### config.mk
export PLATFORM = sky130hd
export DESIGN_NAME = v3n_div_cell
export DESIGN_NICKNAME = d
export VERILOG_FILES = /design/src/rtl/core/v3n_pkg.sv /design/src/rtl/core/v3n_div_cell.sv
export SDC_FILE = /design/constraint.sdc
export NUM_CORES = 1
export LEC_CHECK = 0
export BUFFER_PORTS_ARGS = -buffer_cell sky130_fd_sc_hd__buf_2
export CORE_AREA = 2 2 180 182
export DETAILED_ROUTE_END_ITERATION = 7
export DIE_AREA = 0 0 182 184
export GPL_ROUTABILITY_DRIVEN = 0
export MAX_ROUTING_LAYER = met4
export PLACE_DENSITY = 0.68
export SLEW_MARGIN = 40
export SYNTH_ARGS = -nofsm -noshare
export SYNTH_HDL_FRONTEND = slang
export SYNTH_SLANG_ARGS = --single-unit
export TNS_END_PERCENT = 30
### constraint.sdc
create_clock -name clk -period 0.9 [get_ports clk]
set_clock_uncertainty 0.1 [all_clocks]
set_input_delay 0.09 -clock clk [delete_from_list [all_inputs] [get_ports clk]]
set_output_delay 0.09 -clock clk [all_outputs]
set_load 0.01 [all_outputs]
### src/rtl/core/v3n_pkg.sv
// ----------------------------------------------------------------------------
// v3n_pkg: shared types and constants for vector3_normalize
// Item structs and the records carried down the square-root and divide cells.
// ----------------------------------------------------------------------------
`default_nettype none

package v3n_pkg;

    localparam int COORD_WIDTH = 32;
    localparam int NUM_LANES   = 3;
    localparam int SUM_WIDTH   = 2 * COORD_WIDTH;
    localparam int ROOT_STEPS  = COORD_WIDTH;          // one root bit per cell
    localparam int REM_WIDTH   = COORD_WIDTH + 2;      // square-root remainder
    localparam int FRAC_OUT    = 30;
    localparam int QUO_WIDTH   = FRAC_OUT + 1;         // quotient <= 2^30
    localparam int DIV_STEPS   = QUO_WIDTH;            // one quotient bit per cell
    localparam int DREM_WIDTH  = COORD_WIDTH + 1;      // divide partial remainder

    typedef struct packed {
        logic signed [31:0] coord_x;
        logic signed [31:0] coord_y;
        logic signed [31:0] coord_z;
    } v3n_in_t;

    typedef struct packed {
        logic signed [31:0] unit_x;
        logic signed [31:0] unit_y;
        logic signed [31:0] unit_z;
        logic        [31:0] magnitude;
        logic               zero_length;
    } v3n_out_t;

    typedef struct packed {
        logic                                    valid;
        logic [SUM_WIDTH-1:0]                    rad;
        logic [REM_WIDTH-1:0]                    rem;
        logic [COORD_WIDTH-1:0]                  root;
        logic [NUM_LANES-1:0][COORD_WIDTH-1:0]   abs_val;
        logic [NUM_LANES-1:0]                    neg;
    } v3n_sq_t;

    typedef struct packed {
        logic                                    valid;
        logic [COORD_WIDTH-1:0]                  len;
        logic [NUM_LANES-1:0][DREM_WIDTH-1:0]    rem;
        logic [NUM_LANES-1:0][QUO_WIDTH-1:0]     quo;
        logic [NUM_LANES-1:0]                    neg;
    } v3n_dv_t;

endpackage

`default_nettype wire

### src/rtl/core/v3n_div_cell.sv
// ----------------------------------------------------------------------------
// v3n_div_cell: one restoring-divide step for all three lanes
// Compare with the length, subtract if it fits, shift, record one quotient bit.
// ----------------------------------------------------------------------------
`default_nettype none

module v3n_div_cell (
    input  wire logic             clk,
    input  wire logic             rst_n,
    input  wire logic             adv,
    input  wire v3n_pkg::v3n_dv_t cell_in,
    output v3n_pkg::v3n_dv_t      cell_out
);
    import v3n_pkg::*;

    logic [DREM_WIDTH-1:0] len_ext;
    logic [DREM_WIDTH-1:0] diff [NUM_LANES];
    logic [NUM_LANES-1:0]  fits;
    v3n_dv_t               rec_next;
    v3n_dv_t               rec_reg;

    always_comb
    begin
        len_ext  = {1'b0, cell_in.len};
        rec_next = cell_in;
        for (int j = 0; j < NUM_LANES; j++)
        begin
            fits[j] = (cell_in.rem[j] >= len_ext);
            diff[j] = fits[j] ? (cell_in.rem[j] - len_ext) : cell_in.rem[j];
            // remainder is below the length here, so one bit of headroom holds the shift
            rec_next.rem[j] = {diff[j][COORD_WIDTH-1:0], 1'b0};
            rec_next.quo[j] = {cell_in.quo[j][QUO_WIDTH-2:0], fits[j]};
        end
    end

    // only the valid bit is reset; data simply holds
    always_ff @(posedge clk or negedge rst_n)
    begin
        if (!rst_n)
        begin
            rec_reg.valid <= 1'b0;
        end
        else if (adv)
        begin
            rec_reg <= rec_next;
        end
    end

    assign cell_out = rec_reg;

endmodule

`default_nettype wire

* Word-level counts from Yosys, hierarchy flattened
Cells that the tools add are included.
** Storage, ports and cells
- Register bits :: 225
- Input port bits :: 231
- Output and inout port bits :: 228
- Word-level logic and storage cells :: 19
** Operators by class
- Add/sub/neg operators :: 3
- Magnitude comparators :: 3
- Multiplexer cells :: 3
- Reduce and logical (&&, ||, !) cells :: 1
** Operator list (number)
- 33-bit by 32-bit greater-or-equal comparator with 1-bit output :: 3
- 32-bit 2-to-1 mux :: 3
- 32-bit subtractor :: 3
- 2-bit AND reduction :: 1

* Logic depth before layout (Yosys ltp)
- Depth after elaboration :: 2
- Depth in mapped cells :: 13
- Mapped depth without buffers :: 12

* Worst setup path before layout
OpenSTA, ideal clock, no wires.
- Kind :: in2reg
- Start :: in adv
- End :: reg rec_reg (netlist bit cell_out[0]), enable pin
- Library setup time :: 611 ps
- Data arrival time :: 5163 ps
- Data required time :: 189 ps
- Slack :: -4974 ps
- Cell stages on the path :: 1
- Buffers on the path :: 0
- Path through :: and2_1
** On the way
- Longest elaborated chain between the ends :: 1
** RTL lines
- start, declared :: line v3n_div_cell.sv:10 : input wire logic adv,
- 2-bit AND reduction (no source line)
- end signal, assigned :: line v3n_div_cell.sv:45 : rec_reg <= rec_next;
- end, declared :: line v3n_div_cell.sv:20 : v3n_dv_t rec_reg;
No other way between the ends.
A chain may end at the register's enable or synchronous reset.

==> results by group <==
Detailed routing
  • Drt via density: 5.31
  • Starting DRT DRC Count: 795
  • Drt first pass iters: 7
  • Final Routed Wirelength: 56700 um
  • Post-DRT Antenna Nets: 0
  • Via count: 14100
  • WL/cell: 21.4 um
  • Post-route DRC: 0

GRT
  • Initial antenna violation count: 10
  • GRT Overall Usage: 32.4%
  • First-pass GRT wire length: 80800 um
  • Largest net degree at the start of global routing: 26
  • Total grt overflow: 0
  • Vias in the first global route: 14600

Timing
  • Final Slew Violations: 0
  • Setup repair after global routing missed its margin: yes
  • Final hold slack: -0.342 ns
  • Crit share post-route: 280%
  • Fmax: 397 MHz
  • # setup viols final: 325
  • Tmin final: 2.52 ns
  • Final Hold Vio Count: 8
  • Setup ws final: -1.62 ns

Synthesis
  • Ys Warns: 0
  • Area contributors post-synth: edfxtp_1, ha_1, a21oi_1, mux2_2, xnor2_1
  • Leading area contributor after synthesis: edfxtp_1
  • Most frequent cells after synthesis: edfxtp_1, a21oi_1, ha_1, nor2_1, inv_1
  • Post-synth EDFFs: 224
  • Sequential area share after synthesis: 51.7%
  • Async SR Flop Fraction: 0.444%
  • Synth top area share: 51.5%
  • Synthesized flop and latch total: 225
  • Distinct cell type count after synthesis: 69
  • Syn Inst Count: 1137
  • Netlist Area Pre-Place: 0.0131 mm^2
  • Avg Cell Area, Syn: 11.5 um^2
  • Dominant synthesized flop cell: edfxtp_1
  • Most numerous cell in the Yosys netlist: edfxtp_1

Power and ir drop
  • Comb pwr share: 34.0%
  • P_sw: 10.8 mW
  • P_int: 25.8 mW
  • P per Cell Area: 1550 mW/mm^2
  • Leakage: 10.7 nW
  • Clock power share: 30.3%
  • Switching part of the total: 29.5%
  • Worst VDD drop: 0.00142 V
  • Flop pwr share: 35.6%

Setup path
  • Crit path DAT: 2.73 ns
  • Critical path's slowest cell: or4_4
  • Critical path type: in -> reg
  • Startpoint class of the critical path: input pin
  • Worst setup EP type: flop
  • Crit path required time: 1.11 ns
  • CP peak stage delay: 0.57 ns
  • Crit path cell chain: buf_2, inv_4, ha_4, nand2b_1, a21oi_2, o311ai_1, nand2_1, or4_4, nand2_4, o21ai_4, a41oi_4, buf_6, buf_12, mux2_2
  • CP Max Fanout: 12

CTS
  • Clk sink count: 225
  • CTS Buffer Depth: 3
  • Clock root cell: clkbuf_16
  • CTS tree: yes
  • TritonCTS Buffers: 26
  • Clk_lat worst skew: 0.54 ns
  • Clock H-tree levels: 1
  • Clock transition at path regs: 0.06 ns

Flow run
  • Maxcap violations: 0

Placed design
  • Placed instance count: 2324
  • Dpl hpwl: 39100 um
  • Buffers on Ports: 452
  • Post-placement cell area: 0.0189 mm^2

Worst hold path
  • Min-Delay Path Class: in -> reg

Status
  • Status: finished with violations
  • Failing checks: negative hold slack, negative setup slack

Die
  • DIE AREA: 0.0335 mm^2
  • IO Count: 459
  • Die X: 182 um
  • Die Span Y: 184 um
  • Initial Util: 41.6%
  • Rows: 65
  • Core area: 0.0314 mm^2

Final layout
  • Synth-to-layout area growth: 81.1%
  • Nets: 2550
  • Layout cells sized above 1: 50.8%
  • Flip-flop count of the largest register after layout: 225
  • Final instance area: 0.0236 mm^2
  • Final core utilization: 75.3%
  • Post-route insts no fill: 2650
==> kinds of logic after synthesis <==
group           Yosys count  synth area share, %
mux                      58                 4.93
fa+ha+maj                99                 9.66
xor+xnor                 83                 5.57
simple gates            245                 8.70
flops                   225                 51.7
buf+inv                  97                 3.23
other cells               1               0.0287
compound gates          329                 16.2
==> path summary, 6_finish.rpt <==
kind	startpoint	to	slack, ns	depth (start not counted)
max in group asynchronous	rst_n	cell_out[227]	0.10	4
worst min-delay path	cell_in[195]	cell_out[195]	-0.34	1
min in group asynchronous	rst_n	cell_out[227]	0.50	4
worst max-delay path	cell_in[196]	cell_out[174]	-1.62	14
worst min register to register	cell_out[227]	cell_out[227]	0.50	1
worst max register to register	cell_out[227]	cell_out[227]	-0.02	1
==> area by class of cell <==
| cell class | count | area (um^2) |
|---|---|---|
| fill | 2014 | 7750 |
| inverter | 63 | 293 |
| clock inverter | 14 | 205 |
| timing repair buffer | 1087 | 8070 |
| sequential | 225 | 6750 |
| multi-input combinational | 817 | 7110 |
| clock buffer | 32 | 673 |
| antenna | 10 | 25.0 |
| tap | 402 | 503 |
==> per-layer routing <==
metal | GRT usage (%) | up-vias | part of all wire, %
met5 | - | - | 0
met4 | 17.4 | 0 | 6.3
met3 | 6.64 | 202 | 7.3
met2 | 56.3 | 673 | 50
met1 | 35.0 | 6731 | 37
li1 | - | 6471 | -
==> through the flow <==
| step | setup slack, ns | TNS, ns | hold slack [ns] | total power [mW] |
|---|---|---|---|---|
| 2_1_floorplan | -1.81 | -456.70 | -0.306 | 18.2 |
| 3_3_place_gp | -2.17 | -254.26 | -0.124 | 22.7 |
| 3_5_place_dp | -2.25 | -261.00 | -0.127 | 22.9 |
| 4_1_cts | -1.55 | -221.90 | -0.269 | 35.4 |
| 5_1_grt | -1.69 | -242.51 | -0.350 | 37.8 |
| 6_report | -1.62 | -229.88 | -0.342 | 36.5 |
==> layout by cell type (no fill, tap or decap), types with 7 or more instances in the layout <==
master and n:
nor2_4 10, buf_12 18, nor2_2 15, xor2_1 29, mux2i_1 8, mux2_4 34
diode_2 10, inv_1 43, edfxtp_1 224, a21oi_1 89, buf_8 7, o21ai_0 32
o21ai_1 7, nand3_1 14, nand4_1 18, buf_4 365, inv_4 11, buf_6 36
ha_4 34, clkbuf_16 28, mux2_2 15, xnor2_1 51, o21bai_1 9, buf_2 440
a31oi_1 11, a21oi_2 36, dlygate4sd3_1 218, nor2_1 68, a21o_1 54, nor3_1 10
ha_1 62, o21a_1 15, nand2_1 57
==> worst max-delay path: cells and delay by family <==
kind / cells / cell delay (ns)
and+or+nand+nor: 4 / 0.99
AOI/OAI and AO/OA: 4 / 0.59
buffers and inverters: 4 / 0.50
muxes: 1 / 0.34
adders and majority gates: 1 / 0.20
==> what timing repair did <==
| action | in CTS | in global routing |
|---|---|---|
| setup buffers | 28 | 21 |
| cloned | 4 | 4 |
| endpoints found under the hold margin | 223 | 9 |
| pin swaps | 27 | 33 |
| setup endpoints to repair | 324 | 325 |
| gates resized for setup | 124 | 161 |
| hold buffers | 217 | 1 |
==> power by group through the flow <==
stage,Sequential (mW),Clock (mW),Combinational [mW]
floorplan,13.7,0,4.54
global placement,13.2,0,9.55
CTS,13.0,11.1,11.3
finish,13.0,11.1,12.4
global route,13.1,11.5,13.2
detailed placement,13.2,0,9.73
Power figures use the tool's default switching activity.
