==> config.mk <==
export PLATFORM = sky130hd
export DESIGN_NAME = v3n_sqrt_cell
export DESIGN_NICKNAME = d
export VERILOG_FILES = /design/src/rtl/core/v3n_pkg.sv /design/src/rtl/core/v3n_sqrt_cell.sv
export SDC_FILE = /design/constraint.sdc
export NUM_CORES = 1
export LEC_CHECK = 0
export BUFFER_PORTS_ARGS = -buffer_cell sky130_fd_sc_hd__buf_2
export CORE_AREA = 2 2 178 180
export DETAILED_ROUTE_END_ITERATION = 7
export DIE_AREA = 0 0 180 182
export MAX_ROUTING_LAYER = met4
export PLACE_DENSITY_LB_ADDON = 0.15
export SLEW_MARGIN = 20
export SYNTH_ARGS = -nofsm -noshare
export SYNTH_HDL_FRONTEND = slang
export SYNTH_SLANG_ARGS = --single-unit
==> constraint.sdc <==
create_clock -name clk -period 0.93 [get_ports clk]
set_clock_uncertainty 0.15 [all_clocks]
set_input_delay 0 -clock clk [delete_from_list [all_inputs] [get_ports clk]]
set_output_delay 0 -clock clk [all_outputs]
set_load 0.1 [all_outputs]
==> src/rtl/core/v3n_pkg.sv <==
// ----------------------------------------------------------------------------
// v3n_pkg: shared types and constants for vector3_normalize
// Item structs and the records carried down the square-root and divide cells.
// ----------------------------------------------------------------------------
`default_nettype none

package v3n_pkg;

    localparam int COORD_WIDTH = 32;
    localparam int NUM_LANES   = 3;
    localparam int SUM_WIDTH   = 2 * COORD_WIDTH;
    localparam int ROOT_STEPS  = COORD_WIDTH;          // one root bit per cell
    localparam int REM_WIDTH   = COORD_WIDTH + 2;      // square-root remainder
    localparam int FRAC_OUT    = 30;
    localparam int QUO_WIDTH   = FRAC_OUT + 1;         // quotient <= 2^30
    localparam int DIV_STEPS   = QUO_WIDTH;            // one quotient bit per cell
    localparam int DREM_WIDTH  = COORD_WIDTH + 1;      // divide partial remainder

    typedef struct packed {
        logic signed [31:0] coord_x;
        logic signed [31:0] coord_y;
        logic signed [31:0] coord_z;
    } v3n_in_t;

    typedef struct packed {
        logic signed [31:0] unit_x;
        logic signed [31:0] unit_y;
        logic signed [31:0] unit_z;
        logic        [31:0] magnitude;
        logic               zero_length;
    } v3n_out_t;

    typedef struct packed {
        logic                                    valid;
        logic [SUM_WIDTH-1:0]                    rad;
        logic [REM_WIDTH-1:0]                    rem;
        logic [COORD_WIDTH-1:0]                  root;
        logic [NUM_LANES-1:0][COORD_WIDTH-1:0]   abs_val;
        logic [NUM_LANES-1:0]                    neg;
    } v3n_sq_t;

    typedef struct packed {
        logic                                    valid;
        logic [COORD_WIDTH-1:0]                  len;
        logic [NUM_LANES-1:0][DREM_WIDTH-1:0]    rem;
        logic [NUM_LANES-1:0][QUO_WIDTH-1:0]     quo;
        logic [NUM_LANES-1:0]                    neg;
    } v3n_dv_t;

endpackage

`default_nettype wire

==> src/rtl/core/v3n_sqrt_cell.sv <==
// ----------------------------------------------------------------------------
// v3n_sqrt_cell: one digit of the floor square root
// Takes two radicand bits, decides one root bit, registers the record.
// ----------------------------------------------------------------------------
`default_nettype none

module v3n_sqrt_cell (
    input  wire logic             clk,
    input  wire logic             rst_n,
    input  wire logic             adv,
    input  wire v3n_pkg::v3n_sq_t cell_in,
    output v3n_pkg::v3n_sq_t      cell_out
);
    import v3n_pkg::*;

    logic [REM_WIDTH+1:0] acc;
    logic [REM_WIDTH+1:0] trial;
    logic                 fits;
    v3n_sq_t              rec_next;
    v3n_sq_t              rec_reg;

    always_comb
    begin
        acc      = {cell_in.rem, cell_in.rad[SUM_WIDTH-1 -: 2]};
        trial    = {{(REM_WIDTH-COORD_WIDTH){1'b0}}, cell_in.root, 2'b01};
        fits     = (acc >= trial);
        rec_next = cell_in;
        rec_next.rad = {cell_in.rad[SUM_WIDTH-3:0], 2'b00};
        if (fits)
        begin
            rec_next.rem  = REM_WIDTH'(acc - trial);
            rec_next.root = {cell_in.root[COORD_WIDTH-2:0], 1'b1};
        end
        else
        begin
            rec_next.rem  = REM_WIDTH'(acc);
            rec_next.root = {cell_in.root[COORD_WIDTH-2:0], 1'b0};
        end
    end

    // only the valid bit is reset; data simply holds
    always_ff @(posedge clk or negedge rst_n)
    begin
        if (!rst_n)
        begin
            rec_reg.valid <= 1'b0;
        end
        else if (adv)
        begin
            rec_reg <= rec_next;
        end
    end

    assign cell_out = rec_reg;

endmodule

`default_nettype wire

-- Word level (Yosys, flattened, before mapping)
Index checks and enable logic that the tools add are counted.
- magnitude comparators: 1
- multipliers: 0
- shift-type cells: 0
- bitwise operators: 0
- eq/ne operators: 0
- reductions and logical operators: 1
- divide/modulo/power cells: 0
- add/sub/neg operators: 1
- multiplexer cells: 1
- operators with widths (operator ; count):
    $mux 66 ; 1
    $ge 36x34->1 ; 1
    $sub 34x34->34 ; 1
    $reduce_and 2->1 ; 1
- ROM bits: 0
- bits in writable memories: 0
- memories kept: 0
- word-level logic and storage cells: 12
- bits in latches: 0
- register bits after elaboration: 228

-- Depth between registers and ports, before layout
- depth after elaboration: 2
- gate-level depth with buffers: 13
- depth with buffers taken out: 10

-- Worst setup path before layout
No wires, ideal clock.
- path type: input to register
- from: input port adv
- to: register rec_reg (netlist bit cell_out[0]), enable pin
- slack: -4.974 ns
- arrival time: 5.139 ns
- data required time: 0.165 ns
- cell stages on the path: 1
- path through: and2_1
- word-level cells in the longest chain between the ends: 1
- ends and longest elaborated chain (element ; line ; RTL):
    from (decl) ; v3n_sqrt_cell.sv:10 ; input wire logic adv,
    $reduce_and 2->1 (no line) ; - ;
    to (signal assigned) ; v3n_sqrt_cell.sv:50 ; rec_reg <= rec_next;
    to (decl) ; v3n_sqrt_cell.sv:20 ; v3n_sq_t rec_reg;
No other way between the ends.
A chain may end at the register's enable or synchronous reset.

==> results.json <==
{
  "status": "finished with violations",
  "violations": "hold timing, setup timing",
  "routedWlPerCell_um": 19.9,
  "fmax_ghz": 0.511,
  "p_int_mw": 24.6,
  "nFillCells": 2096,
  "die_width_um": 180,
  "cts_root_buf": "clkbuf_16",
  "synthCells": 609,
  "synthAdderAreaFrac_pct": 4.56,
  "synth_area_um2": 9330,
  "drt-total-wl_mm": 37.9,
  "p_sw_share_pct": 33.9,
  "clkPwrFrac_pct": 29.4,
  "switching_power_mw": 12.6,
  "h-tree-depth": 1,
  "cts_buffers": 26,
  "power_density_nw_per_um2": 1780,
  "ys.flop_type": "edfxtp_1",
  "synth-seq-area-share_pct": 73.3,
  "period_needed_ns": 1.96,
  "endpoint_kind": "register",
  "antenna_found_initial": 7,
  "drive_above_1_share_pct": 52.5,
  "drc": 0,
  "yosys.cell_types.count": 64,
  "slew_violations": 0,
  "die_y_um": 182,
  "ys_seq_elements": 228,
  "vdd_drop_max_v": 0.00168,
  "hold_viol": 11,
  "cap_violations": 0,
  "synth_compound_area_share_pct": 9.99,
  "synthXorXnorAreaFrac_pct": 2.53,
  "viasPerCell": 4.51,
  "cts_sinks": 228,
  "area_growth_pct": 124,
  "io_pins": 463,
  "dp_slack_ns": -1.68,
  "grt.total_usage_pct": 22.8,
  "clk_pin_slew_ns": 0.06,
  "min_to": "cell_out[133]",
  "clockBufferDepth": 3,
  "grt_pass1_wl_mm": 55.1,
  "timing.final.crit_share_pct": 210,
  "synth_top_family_by_area": "compound AO/OA/AOI/OAI gates",
  "dr.first_iter.drc_count": 481,
  "ys.warnings.count": 0,
  "place.gp.congestion": 0.876,
  "core-area_um2": 31000,
  "r2r_end": "cell_out[229]",
  "arrival_ns": 2.08,
  "r2r_setup_slack_ns": -0.07,
  "vias": 8568,
  "min_from": "cell_in[131]",
  "startpoint_type": "input port",
  "synth.avg_cell_area_um2": 15.3,
  "rsz0062_at_grt": "true",
  "timing.setup.tns_ns": -163.07,
  "synth_simple_gate_area_share_pct": 6.07,
  "grt_pass1_vias": 9003,
  "largest_register_ffs": 228,
  "clk_latency_ns": 0.53,
  "seqPwrFrac_pct": 34.6,
  "worst_slack_ns": -1.03,
  "hpwl_mm": 27.2,
  "nets": 1738,
  "grt_max_degree": 27,
  "r2r-start": "cell_out[229]",
  "leakagePower_nw": 8.83,
  "path_max_fanout": 4,
  "timing.hold.worst.class": "input port to register",
  "start_util_pct": 30.1,
  "rows": 65,
  "cts_tree": "done",
  "worstPathRequired_ns": 1.05,
  "synth.area.mux_share_pct": 0.711,
  "cp_cell_sequence": "buf_2, dlygate4sd3_1, ha_1, a21boi_0, o21ai_0, o21a_4, buf_8, clkinv_4, mux2_4",
  "ant_nets": 0,
  "die-area_um2": 32800,
  "seqCellArea_um2": 6850,
  "synth_edf_count": 227,
  "finalSetupViolations": 491,
  "postSynth.asyncResetShare_pct": 0.439,
  "holdWs_ns": -0.382,
  "combPwrFrac_pct": 36.0,
  "worstSetupPathType": "input port to register",
  "multi_input_area_um2": 2870,
  "crit_slowest_cell": "dlygate4sd3_1",
  "holdPathStages": 3,
  "first_pass_iters": 6,
  "crit_path_max_incr_delay_ns": 0.60,
  "port_buffers": 460,
  "grt_overflow": 0,
  "rr_worst_depth": 1
}
==> power groups by stage <==
stage / clock network, mW / logic (mW) / registers [mW]
floorplan: 0 / 1.93 / 18.0
global placement: 0 / 11.9 / 13.1
detailed placement: 0 / 12.0 / 13.1
CTS: 11.2 / 13.1 / 12.9
global route: 11.6 / 13.8 / 12.9
finish: 10.9 / 13.4 / 12.9
==> cells in the mapped netlist (2+ instances only) <==
master / instances / area share (%)
o21ai_1: 4 / 0.21
and2_1: 4 / 0.27
o21ai_0: 41 / 2.2
clkbuf_2: 2 / 0.11
a21boi_0: 2 / 0.16
ha_1: 34 / 4.6
mux2i_1: 4 / 0.43
xnor2_1: 14 / 1.3
and3_2: 3 / 0.24
o21a_1: 3 / 0.24
nand2_1: 58 / 2.3
edfxtp_1: 227 / 73
o41ai_2: 3 / 0.52
buf_4: 2 / 0.16
nor2_1: 18 / 0.72
a31oi_1: 4 / 0.27
nand2b_1: 5 / 0.34
inv_1: 42 / 1.7
and3_1: 2 / 0.13
o31a_1: 2 / 0.19
a21o_1: 19 / 1.5
a21oi_1: 28 / 1.5
nor3_1: 10 / 0.54
buf_2: 6 / 0.32
and2_2: 2 / 0.16
nand3_1: 6 / 0.32
a31o_1: 2 / 0.19
o221ai_1: 2 / 0.19
o31ai_1: 4 / 0.32
nand4_1: 6 / 0.40
clkbuf_1: 4 / 0.16
o211ai_1: 2 / 0.16
xor2_1: 13 / 1.2
==> layout make-up <==
| class | instances | share of cell area [%] |
|---|---|---|
| clock buffers | 35 | 3.47 |
| repair buffers | 849 | 45.9 |
| flip-flops and latches | 228 | 32.7 |
| clock inverters | 11 | 0.860 |
| multi-input cells | 323 | 13.7 |
| inverters | 43 | 0.914 |
| well taps | 402 | 2.40 |
| diodes | 7 | 0.0837 |
==> critical path, delay by kind of cell <==
family / cells / cell delay [ns]
compound gates: 3 / 0.59
fa+ha+maj: 1 / 0.31
buf+inv: 4 / 0.88
mux: 1 / 0.28
==> per-layer routing <==
metal  track usage, %  wire (um)
met1             24.2      13700
met2             41.1      20200
met3             5.60       2410
met4             8.33       1510
met5                -          0
==> through the flow <==
step | instance area [um^2] | instances | power [mW] | hold slack (ns) | util (%)
after floorplan | 9790 | 610 | 19.9 | -0.446 | -
after global placement | 17000 | 1589 | 25.0 | -0.368 | 54.8
after detailed placement | 17000 | 1589 | 25.1 | -0.362 | 54.8
after CTS | 20500 | 1875 | 37.2 | -0.529 | 66.3
after global routing | 20900 | 1898 | 38.4 | -0.417 | 67.6
final | 20900 | 1898 | 37.2 | -0.382 | 67.6
==> cells by family (layout without fill, tap and decap cells) <==
kind of cell	count (synthesis)	after routing
AND/OR/NAND/NOR	121	121
XOR/XNOR	27	27
buffers and inverters	59	938
multiplexers	6	6
flip-flops	228	228
other	1	9
adder cells (fa/ha/maj)	34	34
AO/OA/AOI/OAI	133	133
==> cells in the final DEF (no fill, tap or decap), types with 10 or more instances in the layout <==
master	Yosys	routed
o21ai_0	41	12
o21ai_2	1	14
buf_12	0	241
buf_6	1	18
nand2_4	0	12
clkbuf_16	0	30
ha_4	0	21
a21oi_1	28	19
nor2_1	18	14
inv_1	42	29
xor2_1	13	13
buf_4	2	137
nand2_1	58	39
nor3_1	10	10
edfxtp_1	227	227
buf_2	6	218
o21ai_1	4	20
a21o_1	19	19
xnor2_1	14	13
ha_1	34	11
dlygate4sd3_1	0	226
==> worst max path at each step <==
| stage | from | endpoint | slack (ns) | depth (start not counted) |
|---|---|---|---|---|
| 2_1_floorplan | cell_in[140] | cell_out[158] | -1.30 | 9 |
| 3_3_place_gp | cell_in[105] | cell_out[157] | -1.66 | 12 |
| 3_5_place_dp | cell_in[114] | cell_out[158] | -1.68 | 11 |
| 4_1_cts | cell_in[114] | cell_out[158] | -0.99 | 12 |
| 5_1_grt | cell_in[108] | cell_out[158] | -1.13 | 11 |
| 6_report | cell_in[161] | cell_out[158] | -1.03 | 9 |
==> what timing repair did <==
item                                   in CTS  in global routing
endpoints found under the hold margin     250                 35
pin swaps                                  42                 27
setup endpoints to repair                 264                487
cloned                                      3                  3
buffers inserted                           24                  3
hold buffers                              213                 15
gates resized for setup                    63                 58
Power figures use the tool's default switching activity.
